==> src/design/dba_pkg.sv <==
// Shared types and constants for the decimating boxcar averager.
// Used by dba_div, dba_ctrl, dba_datapath and decimating_boxcar_averager.
// No dependencies.
package dba_pkg;

  localparam int SCAN_CHANNELS = 8;
  localparam int MAX_VARIABLES = 8;

  localparam int CHAN_W  = 16;
  localparam int SUM_W   = 32;
  localparam int TIME_W  = 32;
  localparam int CNT_W   = 16;
  localparam int NV_W    = 4;
  localparam int SEL_W   = 3;
  localparam int MAP_W   = SEL_W * MAX_VARIABLES;
  localparam int ID_W    = 15;
  localparam int LEN_W   = 5;
  localparam int DATA_W  = 24;
  localparam int INDEX_W = 3;

  // One quotient bit per step over the full dividend
  localparam int DIV_STEPS = SUM_W;
  localparam int STEP_W    = $clog2(DIV_STEPS);
  localparam logic [STEP_W-1:0] STEP_LAST = STEP_W'(DIV_STEPS - 1);

  // Time rollover correction, in tenths of milliseconds and in milliseconds
  localparam logic signed [TIME_W-1:0] TENTH_MS_SEC      = 32'sd10000;
  localparam logic signed [TIME_W-1:0] TENTH_MS_HALF_SEC = 32'sd5000;
  localparam logic signed [TIME_W-1:0] MS_SEC            = 32'sd1000;
  localparam logic signed [TIME_W-1:0] MS_HALF_SEC       = 32'sd500;

  // Register reset values
  localparam logic [CNT_W-1:0] DECIMATION_RST = 16'd1;
  localparam logic [CNT_W-1:0] POINTS_RST     = 16'd1;
  localparam logic [NV_W-1:0]  VARS_RST       = 4'd8;
  localparam logic [MAP_W-1:0] MAP_RST        = 24'hFAC688;
  localparam logic [ID_W-1:0]  ID_RST         = 15'd0;

  typedef enum logic [INDEX_W-1:0] {
    REG_DECIMATION,
    REG_POINTS,
    REG_VARS,
    REG_MAP,
    REG_ID
  } cfg_reg_t;

  typedef enum logic [1:0] {
    ST_IDLE,
    ST_LOAD,
    ST_DIV,
    ST_DONE
  } state_t;

  typedef logic [SCAN_CHANNELS-1:0][CHAN_W-1:0] chan_vec_t;
  typedef logic [MAX_VARIABLES-1:0][CHAN_W-1:0] avg_vec_t;

  typedef struct packed {
    logic [CNT_W-1:0] decimation;
    logic [CNT_W-1:0] points;
    logic [NV_W-1:0]  vars;
    logic [MAP_W-1:0] sel_map;
    logic [ID_W-1:0]  id;
  } cfg_t;

  typedef struct packed {
    logic accept;
    logic load;
    logic step;
    logic capture;
  } cmd_t;

  typedef struct packed {
    logic emit;
  } status_t;

endpackage

==> src/design/dba_div.sv <==
// Iterative restoring divider for one averaging lane, one quotient bit per step.
// Signed dividend, unsigned divisor, quotient saturated to 16 bits.
// Depends on dba_pkg.
module dba_div (
  input  logic                              clk,
  input  logic                              load,
  input  logic                              step,
  input  logic signed [dba_pkg::SUM_W-1:0]  dividend,
  input  logic [dba_pkg::CNT_W-1:0]         divisor,
  output logic signed [dba_pkg::CHAN_W-1:0] quotient
);
  import dba_pkg::*;

  logic              neg;
  logic [SUM_W-1:0]  quo;
  logic [CNT_W-1:0]  rem;
  logic [CNT_W:0]    trial;
  logic              fits;

  assign trial = {rem, quo[SUM_W-1]};
  assign fits  = (trial >= {1'b0, divisor});

  always_ff @(posedge clk) begin
    if (load) begin
      neg <= dividend[SUM_W-1];
      quo <= dividend[SUM_W-1] ? SUM_W'(-dividend) : SUM_W'(dividend);
      rem <= '0;
    end else if (step) begin
      rem <= fits ? CNT_W'(trial - {1'b0, divisor}) : trial[CNT_W-1:0];
      quo <= {quo[SUM_W-2:0], fits};
    end
  end

  // Saturate the magnitude, then restore the sign
  always_comb begin
    if (neg) begin
      if (quo > SUM_W'(32768)) begin
        quotient = 16'sh8000;
      end else begin
        quotient = CHAN_W'(-quo[CHAN_W-1:0]);
      end
    end else begin
      if (quo > SUM_W'(32767)) begin
        quotient = 16'sh7FFF;
      end else begin
        quotient = quo[CHAN_W-1:0];
      end
    end
  end

endmodule

==> src/design/dba_ctrl.sv <==
// Controller for the decimating boxcar averager: handshakes, sequencing and
// division step count. Depends on dba_pkg.
module dba_ctrl (
  input  logic             clk,
  input  logic             rst,
  input  logic             in_valid,
  output logic             in_ready,
  output logic             out_valid,
  input  logic             out_ready,
  input  dba_pkg::status_t status,
  output dba_pkg::cmd_t    cmd
);
  import dba_pkg::*;

  state_t            state;
  state_t            state_next;
  logic [STEP_W-1:0] step_cnt;

  always_ff @(posedge clk) begin
    if (rst) begin
      state <= ST_IDLE;
    end else begin
      state <= state_next;
    end
  end

  always_comb begin
    state_next = state;
    unique case (state)
      ST_IDLE: begin
        if (cmd.accept && status.emit) state_next = ST_LOAD;
      end
      ST_LOAD: state_next = ST_DIV;
      ST_DIV: begin
        if (step_cnt == STEP_LAST) state_next = ST_DONE;
      end
      ST_DONE: begin
        if (cmd.capture) state_next = ST_IDLE;
      end
      default: state_next = ST_IDLE;
    endcase
  end

  always_comb begin
    in_ready    = (state == ST_IDLE);
    cmd.accept  = in_valid && in_ready;
    cmd.load    = (state == ST_LOAD);
    cmd.step    = (state == ST_DIV);
    cmd.capture = (state == ST_DONE) && (!out_valid || out_ready);
  end

  always_ff @(posedge clk) begin
    if (rst) begin
      step_cnt <= '0;
    end else if (cmd.load) begin
      step_cnt <= '0;
    end else if (cmd.step) begin
      step_cnt <= step_cnt + 1'b1;
    end
  end

  // Hold the result word until the sink takes it
  always_ff @(posedge clk) begin
    if (rst) begin
      out_valid <= 1'b0;
    end else if (cmd.capture) begin
      out_valid <= 1'b1;
    end else if (out_ready) begin
      out_valid <= 1'b0;
    end
  end

  a_emit_starts_load: assert property (@(posedge clk) disable iff (rst)
    (cmd.accept && status.emit) |=> (state == ST_LOAD))
    else $error("closing scan did not start a division");

  a_no_overwrite: assert property (@(posedge clk) disable iff (rst)
    (out_valid && !out_ready) |-> !cmd.capture)
    else $error("result overwritten before it was taken");

  a_full_division: assert property (@(posedge clk) disable iff (rst)
    (state == ST_DIV && step_cnt == STEP_LAST) |=> (state == ST_DONE))
    else $error("division did not end after its last step");

  a_capture_sets_valid: assert property (@(posedge clk) disable iff (rst)
    cmd.capture |=> (out_valid && state == ST_IDLE))
    else $error("capture did not present a result");

endmodule

==> src/design/dba_datapath.sv <==
// Datapath for the decimating boxcar averager: scan counter, per-variable sums,
// time midpoint, lane dividers and output registers. Depends on dba_pkg, dba_div.
module dba_datapath (
  input  logic                              clk,
  input  logic                              rst,
  input  dba_pkg::cmd_t                     cmd,
  output dba_pkg::status_t                  status,
  input  dba_pkg::cfg_t                     cfg,
  input  logic signed [dba_pkg::TIME_W-1:0] scan_time,
  input  dba_pkg::chan_vec_t                chan,
  output logic signed [dba_pkg::TIME_W-1:0] mid_time,
  output logic [dba_pkg::ID_W-1:0]          out_id,
  output logic [dba_pkg::LEN_W-1:0]         payload_bytes,
  output dba_pkg::avg_vec_t                 avg
);
  import dba_pkg::*;

  logic [CNT_W-1:0]         scan_count;
  logic [CNT_W-1:0]         cnt_inc;
  logic                     in_window;
  logic                     first_scan;
  logic [NV_W-1:0]          nv;
  logic [MAX_VARIABLES-1:0] lane_on;

  logic [MAX_VARIABLES-1:0][SUM_W-1:0]  sums;
  logic [MAX_VARIABLES-1:0][SUM_W-1:0]  sum_add;
  logic [MAX_VARIABLES-1:0][CHAN_W-1:0] quo;

  logic signed [TIME_W-1:0] first_time;
  logic signed [TIME_W-1:0] diff;
  logic signed [TIME_W-1:0] diff_fix;
  logic signed [TIME_W-1:0] dcorr;
  logic [TIME_W-1:0]        round_in;
  logic [TIME_W-1:0]        half;

  assign cnt_inc     = scan_count + 1'b1;
  assign in_window   = (cnt_inc <= cfg.points);
  assign first_scan  = (cnt_inc == CNT_W'(1));
  assign status.emit = (cnt_inc == cfg.points);

  assign nv = (cfg.vars > NV_W'(MAX_VARIABLES)) ? NV_W'(MAX_VARIABLES) : cfg.vars;

  always_comb begin
    for (int i = 0; i < MAX_VARIABLES; i++) begin
      logic [SEL_W-1:0]  sel;
      logic [CHAN_W-1:0] pick;
      sel        = cfg.sel_map[SEL_W*i +: SEL_W];
      pick       = chan[sel];
      lane_on[i] = (NV_W'(i) < nv);
      sum_add[i] = sums[i] + {{(SUM_W-CHAN_W){pick[CHAN_W-1]}}, pick};
    end
  end

  always_ff @(posedge clk) begin
    if (rst) begin
      scan_count <= '0;
      sums       <= '0;
      first_time <= '0;
    end else begin
      if (cmd.accept) begin
        scan_count <= (cnt_inc == cfg.decimation) ? '0 : cnt_inc;
        if (in_window) begin
          for (int i = 0; i < MAX_VARIABLES; i++) begin
            if (lane_on[i]) sums[i] <= sum_add[i];
          end
          if (first_scan) first_time <= scan_time;
        end
      end
      if (cmd.load) sums <= '0;
    end
  end

  // Rollover correction on the span between first and last scan
  always_comb begin
    if (diff < -TENTH_MS_HALF_SEC) begin
      diff_fix = diff + TENTH_MS_SEC;
    end else if (diff < -MS_HALF_SEC) begin
      diff_fix = diff + MS_SEC;
    end else begin
      diff_fix = diff;
    end
  end

  // Halve toward zero: bias negatives by one, then shift
  assign round_in = dcorr + {{(TIME_W-1){1'b0}}, dcorr[TIME_W-1]};

  always_ff @(posedge clk) begin
    if (cmd.accept) begin
      diff <= first_scan ? '0 : scan_time - first_time;
    end
    if (cmd.load) begin
      dcorr <= diff_fix;
    end
    if (cmd.step) begin
      half <= {round_in[TIME_W-1], round_in[TIME_W-1:1]};
    end
  end

  for (genvar g = 0; g < MAX_VARIABLES; g++) begin : g_lane
    dba_div u_div (
      .clk      (clk),
      .load     (cmd.load),
      .step     (cmd.step),
      .dividend (sums[g]),
      .divisor  (cfg.points),
      .quotient (quo[g])
    );
  end

  always_ff @(posedge clk) begin
    if (cmd.capture) begin
      mid_time      <= first_time + half;
      out_id        <= cfg.id;
      payload_bytes <= LEN_W'({NV_W'(nv + NV_W'(1)), 1'b0});
      for (int i = 0; i < MAX_VARIABLES; i++) begin
        avg[i] <= (lane_on[i] && (cfg.points != '0)) ? quo[i] : '0;
      end
    end
  end

endmodule

==> src/design/decimating_boxcar_averager.sv <==
// Decimating boxcar averager, top level: configuration registers and port mapping.
// A scan that closes an average gives its result word after a load, the 32 steps of
// the restoring divider in each lane and a capture that waits while an older result
// is untaken; the controller then takes the next scan. Other scans bring no stall.
// Reset (synchronous) clears counter, sums and first time and restores the registers.
// Depends on dba_pkg, dba_ctrl, dba_datapath, dba_div.
module decimating_boxcar_averager (
  input  logic                                clk,
  input  logic                                rst,

  input  logic                                cfg_we,
  input  logic [dba_pkg::INDEX_W-1:0]         cfg_index,
  input  logic [dba_pkg::DATA_W-1:0]          cfg_data,

  input  logic                                in_valid,
  output logic                                in_ready,
  input  logic signed [dba_pkg::TIME_W-1:0]   scan_time,
  input  logic signed [dba_pkg::CHAN_W-1:0]   chan_0,
  input  logic signed [dba_pkg::CHAN_W-1:0]   chan_1,
  input  logic signed [dba_pkg::CHAN_W-1:0]   chan_2,
  input  logic signed [dba_pkg::CHAN_W-1:0]   chan_3,
  input  logic signed [dba_pkg::CHAN_W-1:0]   chan_4,
  input  logic signed [dba_pkg::CHAN_W-1:0]   chan_5,
  input  logic signed [dba_pkg::CHAN_W-1:0]   chan_6,
  input  logic signed [dba_pkg::CHAN_W-1:0]   chan_7,

  output logic                                out_valid,
  input  logic                                out_ready,
  output logic signed [dba_pkg::TIME_W-1:0]   mid_time,
  output logic [dba_pkg::ID_W-1:0]            out_id,
  output logic [dba_pkg::LEN_W-1:0]           payload_bytes,
  output logic signed [dba_pkg::CHAN_W-1:0]   avg_0,
  output logic signed [dba_pkg::CHAN_W-1:0]   avg_1,
  output logic signed [dba_pkg::CHAN_W-1:0]   avg_2,
  output logic signed [dba_pkg::CHAN_W-1:0]   avg_3,
  output logic signed [dba_pkg::CHAN_W-1:0]   avg_4,
  output logic signed [dba_pkg::CHAN_W-1:0]   avg_5,
  output logic signed [dba_pkg::CHAN_W-1:0]   avg_6,
  output logic signed [dba_pkg::CHAN_W-1:0]   avg_7
);
  import dba_pkg::*;

  cfg_t      cfg;
  cmd_t      cmd;
  status_t   status;
  chan_vec_t chan;
  avg_vec_t  avg;

  // Configuration registers. Writes must come only while the block is idle; the
  // block itself does not enforce this and has no guard against a write in the
  // middle of an average. Unknown indexes are dropped.
  always_ff @(posedge clk) begin
    if (rst) begin
      cfg.decimation <= DECIMATION_RST;
      cfg.points     <= POINTS_RST;
      cfg.vars       <= VARS_RST;
      cfg.sel_map    <= MAP_RST;
      cfg.id         <= ID_RST;
    end else if (cfg_we) begin
      unique case (cfg_index)
        REG_DECIMATION: cfg.decimation <= cfg_data[CNT_W-1:0];
        REG_POINTS:     cfg.points     <= cfg_data[CNT_W-1:0];
        REG_VARS:       cfg.vars       <= cfg_data[NV_W-1:0];
        REG_MAP:        cfg.sel_map    <= cfg_data[MAP_W-1:0];
        REG_ID:         cfg.id         <= cfg_data[ID_W-1:0];
        default: ;
      endcase
    end
  end

  // Gather the scan channels into one vector for the selection muxes
  assign chan = {chan_7, chan_6, chan_5, chan_4, chan_3, chan_2, chan_1, chan_0};

  // Controller: accepts a scan word whenever it is idle, even while a finished
  // result word still waits at the output, and steps the lane dividers.
  dba_ctrl u_ctrl (
    .clk       (clk),
    .rst       (rst),
    .in_valid  (in_valid),
    .in_ready  (in_ready),
    .out_valid (out_valid),
    .out_ready (out_ready),
    .status    (status),
    .cmd       (cmd)
  );

  // Datapath: counter, sums, midpoint time, eight lane dividers, output register
  dba_datapath u_dp (
    .clk           (clk),
    .rst           (rst),
    .cmd           (cmd),
    .status        (status),
    .cfg           (cfg),
    .scan_time     (scan_time),
    .chan          (chan),
    .mid_time      (mid_time),
    .out_id        (out_id),
    .payload_bytes (payload_bytes),
    .avg           (avg)
  );

  assign avg_0 = avg[0];
  assign avg_1 = avg[1];
  assign avg_2 = avg[2];
  assign avg_3 = avg[3];
  assign avg_4 = avg[4];
  assign avg_5 = avg[5];
  assign avg_6 = avg[6];
  assign avg_7 = avg[7];

endmodule
==> config.mk <==
export PLATFORM = sky130hd
export DESIGN_NAME = decimating_boxcar_averager
export DESIGN_NICKNAME = d
export VERILOG_FILES = /design/src/design/dba_pkg.sv /design/src/design/dba_div.sv /design/src/design/dba_ctrl.sv /design/src/design/dba_datapath.sv /design/src/design/decimating_boxcar_averager.sv
export SDC_FILE = /design/constraint.sdc
export NUM_CORES = 2
export LEC_CHECK = 0
export BUFFER_PORTS_ARGS = -buffer_cell sky130_fd_sc_hd__buf_2
export CAP_MARGIN = 20
export CORE_UTILIZATION = 25
export DETAILED_ROUTE_END_ITERATION = 10
export HOLD_SLACK_MARGIN = 0.1
export PLACE_DENSITY = 0.39
export RECOVER_POWER = 50
export SYNTH_ARGS = -nofsm -noshare
export SYNTH_HDL_FRONTEND = slang
export SYNTH_SLANG_ARGS = --single-unit
==> constraint.sdc <==
create_clock -name clk -period 19.4 [get_ports clk]
set_input_delay 0.97 -clock clk [delete_from_list [all_inputs] [get_ports clk]]
set_output_delay 0.97 -clock clk [all_outputs]
set_load 0.02 [all_outputs]
==> report_table.html <==
<table>
<tr><th>Metric</th><th>Value</th></tr>
<tr><th colspan="2">Yosys</th></tr>
<tr><td>Register area share after synthesis</td><td>34.0%</td></tr>
<tr><td>Synth Instances</td><td>8,641</td></tr>
<tr><td>Average size of a mapped cell</td><td>9.01 sq um</td></tr>
<tr><td>Distinct cell type count after synthesis</td><td>90</td></tr>
<tr><td>Commonest cells post-synth</td><td>sky130_fd_sc_hd__nand2_1 (997), sky130_fd_sc_hd__a21oi_1 (936), sky130_fd_sc_hd__nor2_1 (770), sky130_fd_sc_hd__edfxtp_1 (538), sky130_fd_sc_hd__dfxtp_1 (515)</td></tr>
<tr><td>Flip-flop cell with the highest count after synthesis</td><td>sky130_fd_sc_hd__edfxtp_1</td></tr>
<tr><td>Cell area after synthesis</td><td>0.0778 sq mm</td></tr>
<tr><td>Total nets after synthesis</td><td>9,338</td></tr>
<tr><td>Cell taking the most area after synthesis</td><td>sky130_fd_sc_hd__edfxtp_1</td></tr>
<tr><td>Largest cells by area after synthesis</td><td>sky130_fd_sc_hd__edfxtp_1 (21%), sky130_fd_sc_hd__dfxtp_1 (13%), sky130_fd_sc_hd__ha_1 (7.8%)</td></tr>
<tr><td>Flops &amp; latches, synth</td><td>1,053</td></tr>
<tr><td>Area share of the largest cell type after synthesis</td><td>20.8%</td></tr>
<tr><td>Number of enable-type register cells in the synthesized netlist</td><td>538</td></tr>
<tr><td>Proportion of synthesized flip-flops having asynchronous set or reset</td><td>0%</td></tr>
<tr><td>Cell with the most instances after synthesis</td><td>sky130_fd_sc_hd__nand2_1</td></tr>
<tr><td>Yosys warning total</td><td>0</td></tr>
<tr><th colspan="2">Worst setup path</th></tr>
<tr><td>Startpoint of the most critical setup path</td><td>u_ctrl.state[1]</td></tr>
<tr><td>Kind of end point of the critical path</td><td>flop</td></tr>
<tr><td>Worst Path Class, Setup</td><td>reg2reg</td></tr>
<tr><td>Critical path fanouts, max</td><td>103</td></tr>
<tr><td>Arrival time of data at the critical path endpoint</td><td>11.69 ns</td></tr>
<tr><td>Ordered cell list for the critical path</td><td>inv_1, ha_1, clkbuf_1, clkbuf_1, buf_4, buf_4, buf_4, nand3b_1, o32ai_1</td></tr>
<tr><td>Library cell contributing the largest single delay on the critical path</td><td>sky130_fd_sc_hd__clkbuf_1</td></tr>
<tr><td>Critical Path RT</td><td>20.01 ns</td></tr>
<tr><td>Reg-to-reg startpoint</td><td>u_ctrl.state[1]</td></tr>
<tr><td>Type of element launching the critical path</td><td>flop</td></tr>
<tr><td>CP most frequent cell</td><td>sky130_fd_sc_hd__buf_4</td></tr>
<tr><td>Longest individual stage delay on the worst path</td><td>4.03 ns</td></tr>
<tr><th colspan="2">STA</th></tr>
<tr><td>Total count of hold-check failures in the final report</td><td>0</td></tr>
<tr><td>Post-route fraction of the period consumed by the critical path</td><td>57.1%</td></tr>
<tr><td># setup viols final</td><td>0</td></tr>
<tr><td>Max Clk Rate</td><td>90.2 MHz</td></tr>
<tr><td>Clock period minus final worst setup slack</td><td>11.09 ns</td></tr>
<tr><td>Worst max-slew margin expressed relative to the limit</td><td>-426%</td></tr>
<tr><td>Setup repair after global routing missed its margin</td><td>no</td></tr>
<tr><td>Skew final</td><td>0.0691 ns</td></tr>
<tr><td>Setup TNS</td><td>0 ns</td></tr>
<tr><td>Final-report max-slew violation count</td><td>984</td></tr>
<tr><td>Slew at the pin with the worst max-slew slack</td><td>7.88 ns</td></tr>
<tr><th colspan="2">Place</th></tr>
<tr><td>Detailed placement HPWL</td><td>216 mm</td></tr>
<tr><td>Final Wtd Congestion</td><td>0.858</td></tr>
<tr><td>Number of port buffers</td><td>372</td></tr>
<tr><th colspan="2">Routing</th></tr>
<tr><td>DRC violation count after routing</td><td>0</td></tr>
<tr><td>Routed vias/inst</td><td>5.17</td></tr>
<tr><td>Total number of vias</td><td>67,800</td></tr>
<tr><td>Detailed-route wire length per cell</td><td>22.1 microns</td></tr>
<tr><td>Number of DRC markers in iteration 0</td><td>4,847</td></tr>
<tr><td>Antenna viol nets, final</td><td>0</td></tr>
<tr><td>Total wirelength of the detailed-routed design</td><td>290 mm</td></tr>
<tr><td>Detailed-router iteration count before antenna repair</td><td>6</td></tr>
<tr><th colspan="2">Global routing</th></tr>
<tr><td>Maximum number of pins on one net before global-route repair</td><td>132</td></tr>
<tr><td>Aggregate global routing overflow</td><td>0</td></tr>
<tr><td>First-pass GRT wire length</td><td>433 mm</td></tr>
<tr><td>All-layer global routing usage</td><td>17.9%</td></tr>
<tr><td>Number of global-route vias before repair</td><td>65,800</td></tr>
<tr><td>Antenna violations before repair</td><td>66</td></tr>
<tr><th colspan="2">Final layout</th></tr>
<tr><td>Nets</td><td>9,544</td></tr>
<tr><td>Combined flip-flop and latch cell area</td><td>0.0265 sq mm</td></tr>
<tr><td>Area growth from synthesis to layout</td><td>14.1%</td></tr>
<tr><td>Post-layout utilization of the core</td><td>28.7%</td></tr>
<tr><td>Share of cells above drive strength 1</td><td>11.6%</td></tr>
<tr><td>Total area of multi-input combinational cells</td><td>0.0489 sq mm</td></tr>
<tr><td>Fillers</td><td>32,800</td></tr>
<tr><th colspan="2">Worst hold path</th></tr>
<tr><td>Min-Delay Path Class</td><td>in2reg</td></tr>
<tr><td>HP Start</td><td>scan_time[13]</td></tr>
<tr><th colspan="2">Die</th></tr>
<tr><td>Row cnt</td><td>204</td></tr>
<tr><td>Die area</td><td>0.314 sq mm</td></tr>
<tr><td>Initial core utilization</td><td>25.2%</td></tr>
<tr><td>Vert. Die Dim</td><td>560 microns</td></tr>
<tr><td>Boundary pin count</td><td>374</td></tr>
<tr><td>Die extent in x</td><td>560 microns</td></tr>
<tr><td>Core Area</td><td>0.309 sq mm</td></tr>
<tr><th colspan="2">Clock network</th></tr>
<tr><td>Total of cells resized after clock tree synthesis</td><td>0</td></tr>
<tr><td>Max Root-Sink Buffers</td><td>4</td></tr>
<tr><td>Clock transition at the registers of the reported paths</td><td>0.06 ns</td></tr>
<tr><td>Root buffer selected by CTS</td><td>sky130_fd_sc_hd__clkbuf_16</td></tr>
<tr><td>H-tree lvl count</td><td>4</td></tr>
<tr><td>Total clock buffers created by CTS</td><td>152</td></tr>
<tr><td>Clock latency on the worst-skew pair</td><td>0.85 ns</td></tr>
<tr><td>CTS Hold Bufs</td><td>0</td></tr>
<tr><td>Clock tree from TritonCTS</td><td>done</td></tr>
<tr><td>Post-CTS Setup Inserts</td><td>0</td></tr>
<tr><td>Number of sinks on the clock net</td><td>1,053</td></tr>
<tr><th colspan="2">Run</th></tr>
<tr><td>MaxCap Viol Count</td><td>19</td></tr>
<tr><th colspan="2">Run status</th></tr>
<tr><td>Violated checks</td><td>max-capacitance violations, max-slew violations</td></tr>
<tr><td>Outcome</td><td>finished with violations</td></tr>
<tr><th colspan="2">Power</th></tr>
<tr><td>VDD IR max</td><td>0.0988 mV</td></tr>
<tr><td>Power density cells</td><td>160 mW/mm^2</td></tr>
<tr><td>Leakage power</td><td>33.0 nW</td></tr>
</table>
## report_power, final
part           leakage (nW)  switching [mW]  total [mW]  internal [mW]
Clock                  2.43            1.16        2.82           1.66
Sequential             9.17           0.938        4.36           3.43
Combinational          21.4            4.29        7.00           2.71
## cell families after synthesis
| logic type | Yosys count | synth area share [%] |
|---|---|---|
| AND/OR/NAND/NOR | 2887 | 17.6 |
| AO/OA/AOI/OAI | 2378 | 18.8 |
| flip-flops | 1053 | 34.0 |
| buffers and inverters | 676 | 3.31 |
| XOR/XNOR | 650 | 7.31 |
| adder cells (fa/ha/maj) | 505 | 8.29 |
| multiplexers | 491 | 10.6 |
| other | 1 | 0.00482 |
## flip-flops by register name, summed over array words and instances, names as in the netlist, 5 cells and up
name,count
cfg,75
u_dp.avg,128
u_dp.mid_time,32
u_dp.g_lane.u_div.quo,256
u_dp.g_lane.u_div.neg,8
u_dp.out_id,15
u_dp.first_time,32
u_ctrl.step_cnt,5
u_dp.diff,32
u_dp.half,31
u_dp.g_lane.u_div.rem,128
u_dp.dcorr,32
u_dp.scan_count,16
u_dp.sums,256
## metrics by stage
| step | std cells | power, mW | cell area, sq um | setup WS, ns | hold WS, ns |
|---|---|---|---|---|---|
| final | 13100 | 14.2 | 88800 | 8.31 | 0.383 |
| after global routing | 13100 | 15.4 | 88800 | 7.35 | 0.352 |
| after detailed placement | 12800 | 11.4 | 84200 | 13.37 | 0.408 |
| after global placement | 12800 | 11.3 | 84200 | 13.34 | 0.406 |
| after floorplan | 8641 | 9.29 | 77800 | 9.71 | 0.400 |
| after CTS | 13100 | 14.3 | 89200 | 13.35 | 0.300 |
## final timing paths
| path | end | slack, ns | cells after the start |
|---|---|---|---|
| min reg2reg | u_dp.out_id[0] | 0.39 | 0 |
| max | u_dp.g_lane[5].u_div.quo[31] | 8.31 | 9 |
| min | u_dp.first_time[13] | 0.38 | 3 |
| max reg2reg | u_dp.g_lane[5].u_div.quo[31] | 8.31 | 9 |
## cell usage in the layout, fill, tap and decap left out, types with 51 or more instances in the layout
cell / netlist / layout
sky130_fd_sc_hd__buf_2: 11 / 188
sky130_fd_sc_hd__edfxtp_1: 538 / 538
sky130_fd_sc_hd__mux2_2: 132 / 132
sky130_fd_sc_hd__a211oi_1: 179 / 179
sky130_fd_sc_hd__nand2_1: 997 / 997
sky130_fd_sc_hd__o41ai_1: 63 / 63
sky130_fd_sc_hd__mux4_2: 256 / 256
sky130_fd_sc_hd__a31oi_1: 118 / 117
sky130_fd_sc_hd__nand2b_1: 106 / 106
sky130_fd_sc_hd__nor3_1: 145 / 144
sky130_fd_sc_hd__clkbuf_16: 0 / 159
sky130_fd_sc_hd__xor2_1: 365 / 365
sky130_fd_sc_hd__inv_1: 245 / 244
sky130_fd_sc_hd__a21oi_1: 936 / 933
sky130_fd_sc_hd__or2_2: 52 / 51
sky130_fd_sc_hd__mux2i_1: 103 / 103
sky130_fd_sc_hd__o21a_1: 69 / 69
sky130_fd_sc_hd__a21o_1: 188 / 188
sky130_fd_sc_hd__o21ai_0: 420 / 416
sky130_fd_sc_hd__dfxtp_1: 515 / 500
sky130_fd_sc_hd__clkbuf_1: 354 / 240
sky130_fd_sc_hd__or3_1: 118 / 119
sky130_fd_sc_hd__nor2b_1: 84 / 84
sky130_fd_sc_hd__and3_1: 56 / 56
sky130_fd_sc_hd__nor4_1: 73 / 73
sky130_fd_sc_hd__buf_4: 4 / 80
sky130_fd_sc_hd__xnor2_1: 285 / 285
sky130_fd_sc_hd__nand4_1: 83 / 83
sky130_fd_sc_hd__o31ai_1: 104 / 104
sky130_fd_sc_hd__nor2_1: 770 / 767
sky130_fd_sc_hd__nand3_1: 171 / 171
sky130_fd_sc_hd__ha_1: 487 / 487
## layer usage
metal	vias to the layer above	track usage, %	routed length [microns]
met5	-	0	353
li1	32600	-	-
met2	1615	29.5	133000
met3	426	3.38	15900
met4	58	5.50	9270
met1	33100	23.7	131000
## cell type report
type	instances	area share, %
Clock buffer	209	4.93
Sequential cell	1053	29.8
Multi-Input combinational cell	6912	55.1
Tap cell	4120	5.80
Antenna cell	17	0.0479
Clock inverter	66	0.632
Timing Repair Buffer	482	2.68
Inverter	246	1.04
## critical path: cells and delay by family (launching register included)
kind                       cells  cell delay [ns]
buffers and inverters          6             8.30
and+or+nand+nor                1             0.14
DFF                            1             0.34
AOI/OAI and AO/OA              1             0.37
adders and majority gates      1             1.37
No activity file was read; power rests on OpenSTA's default activity.
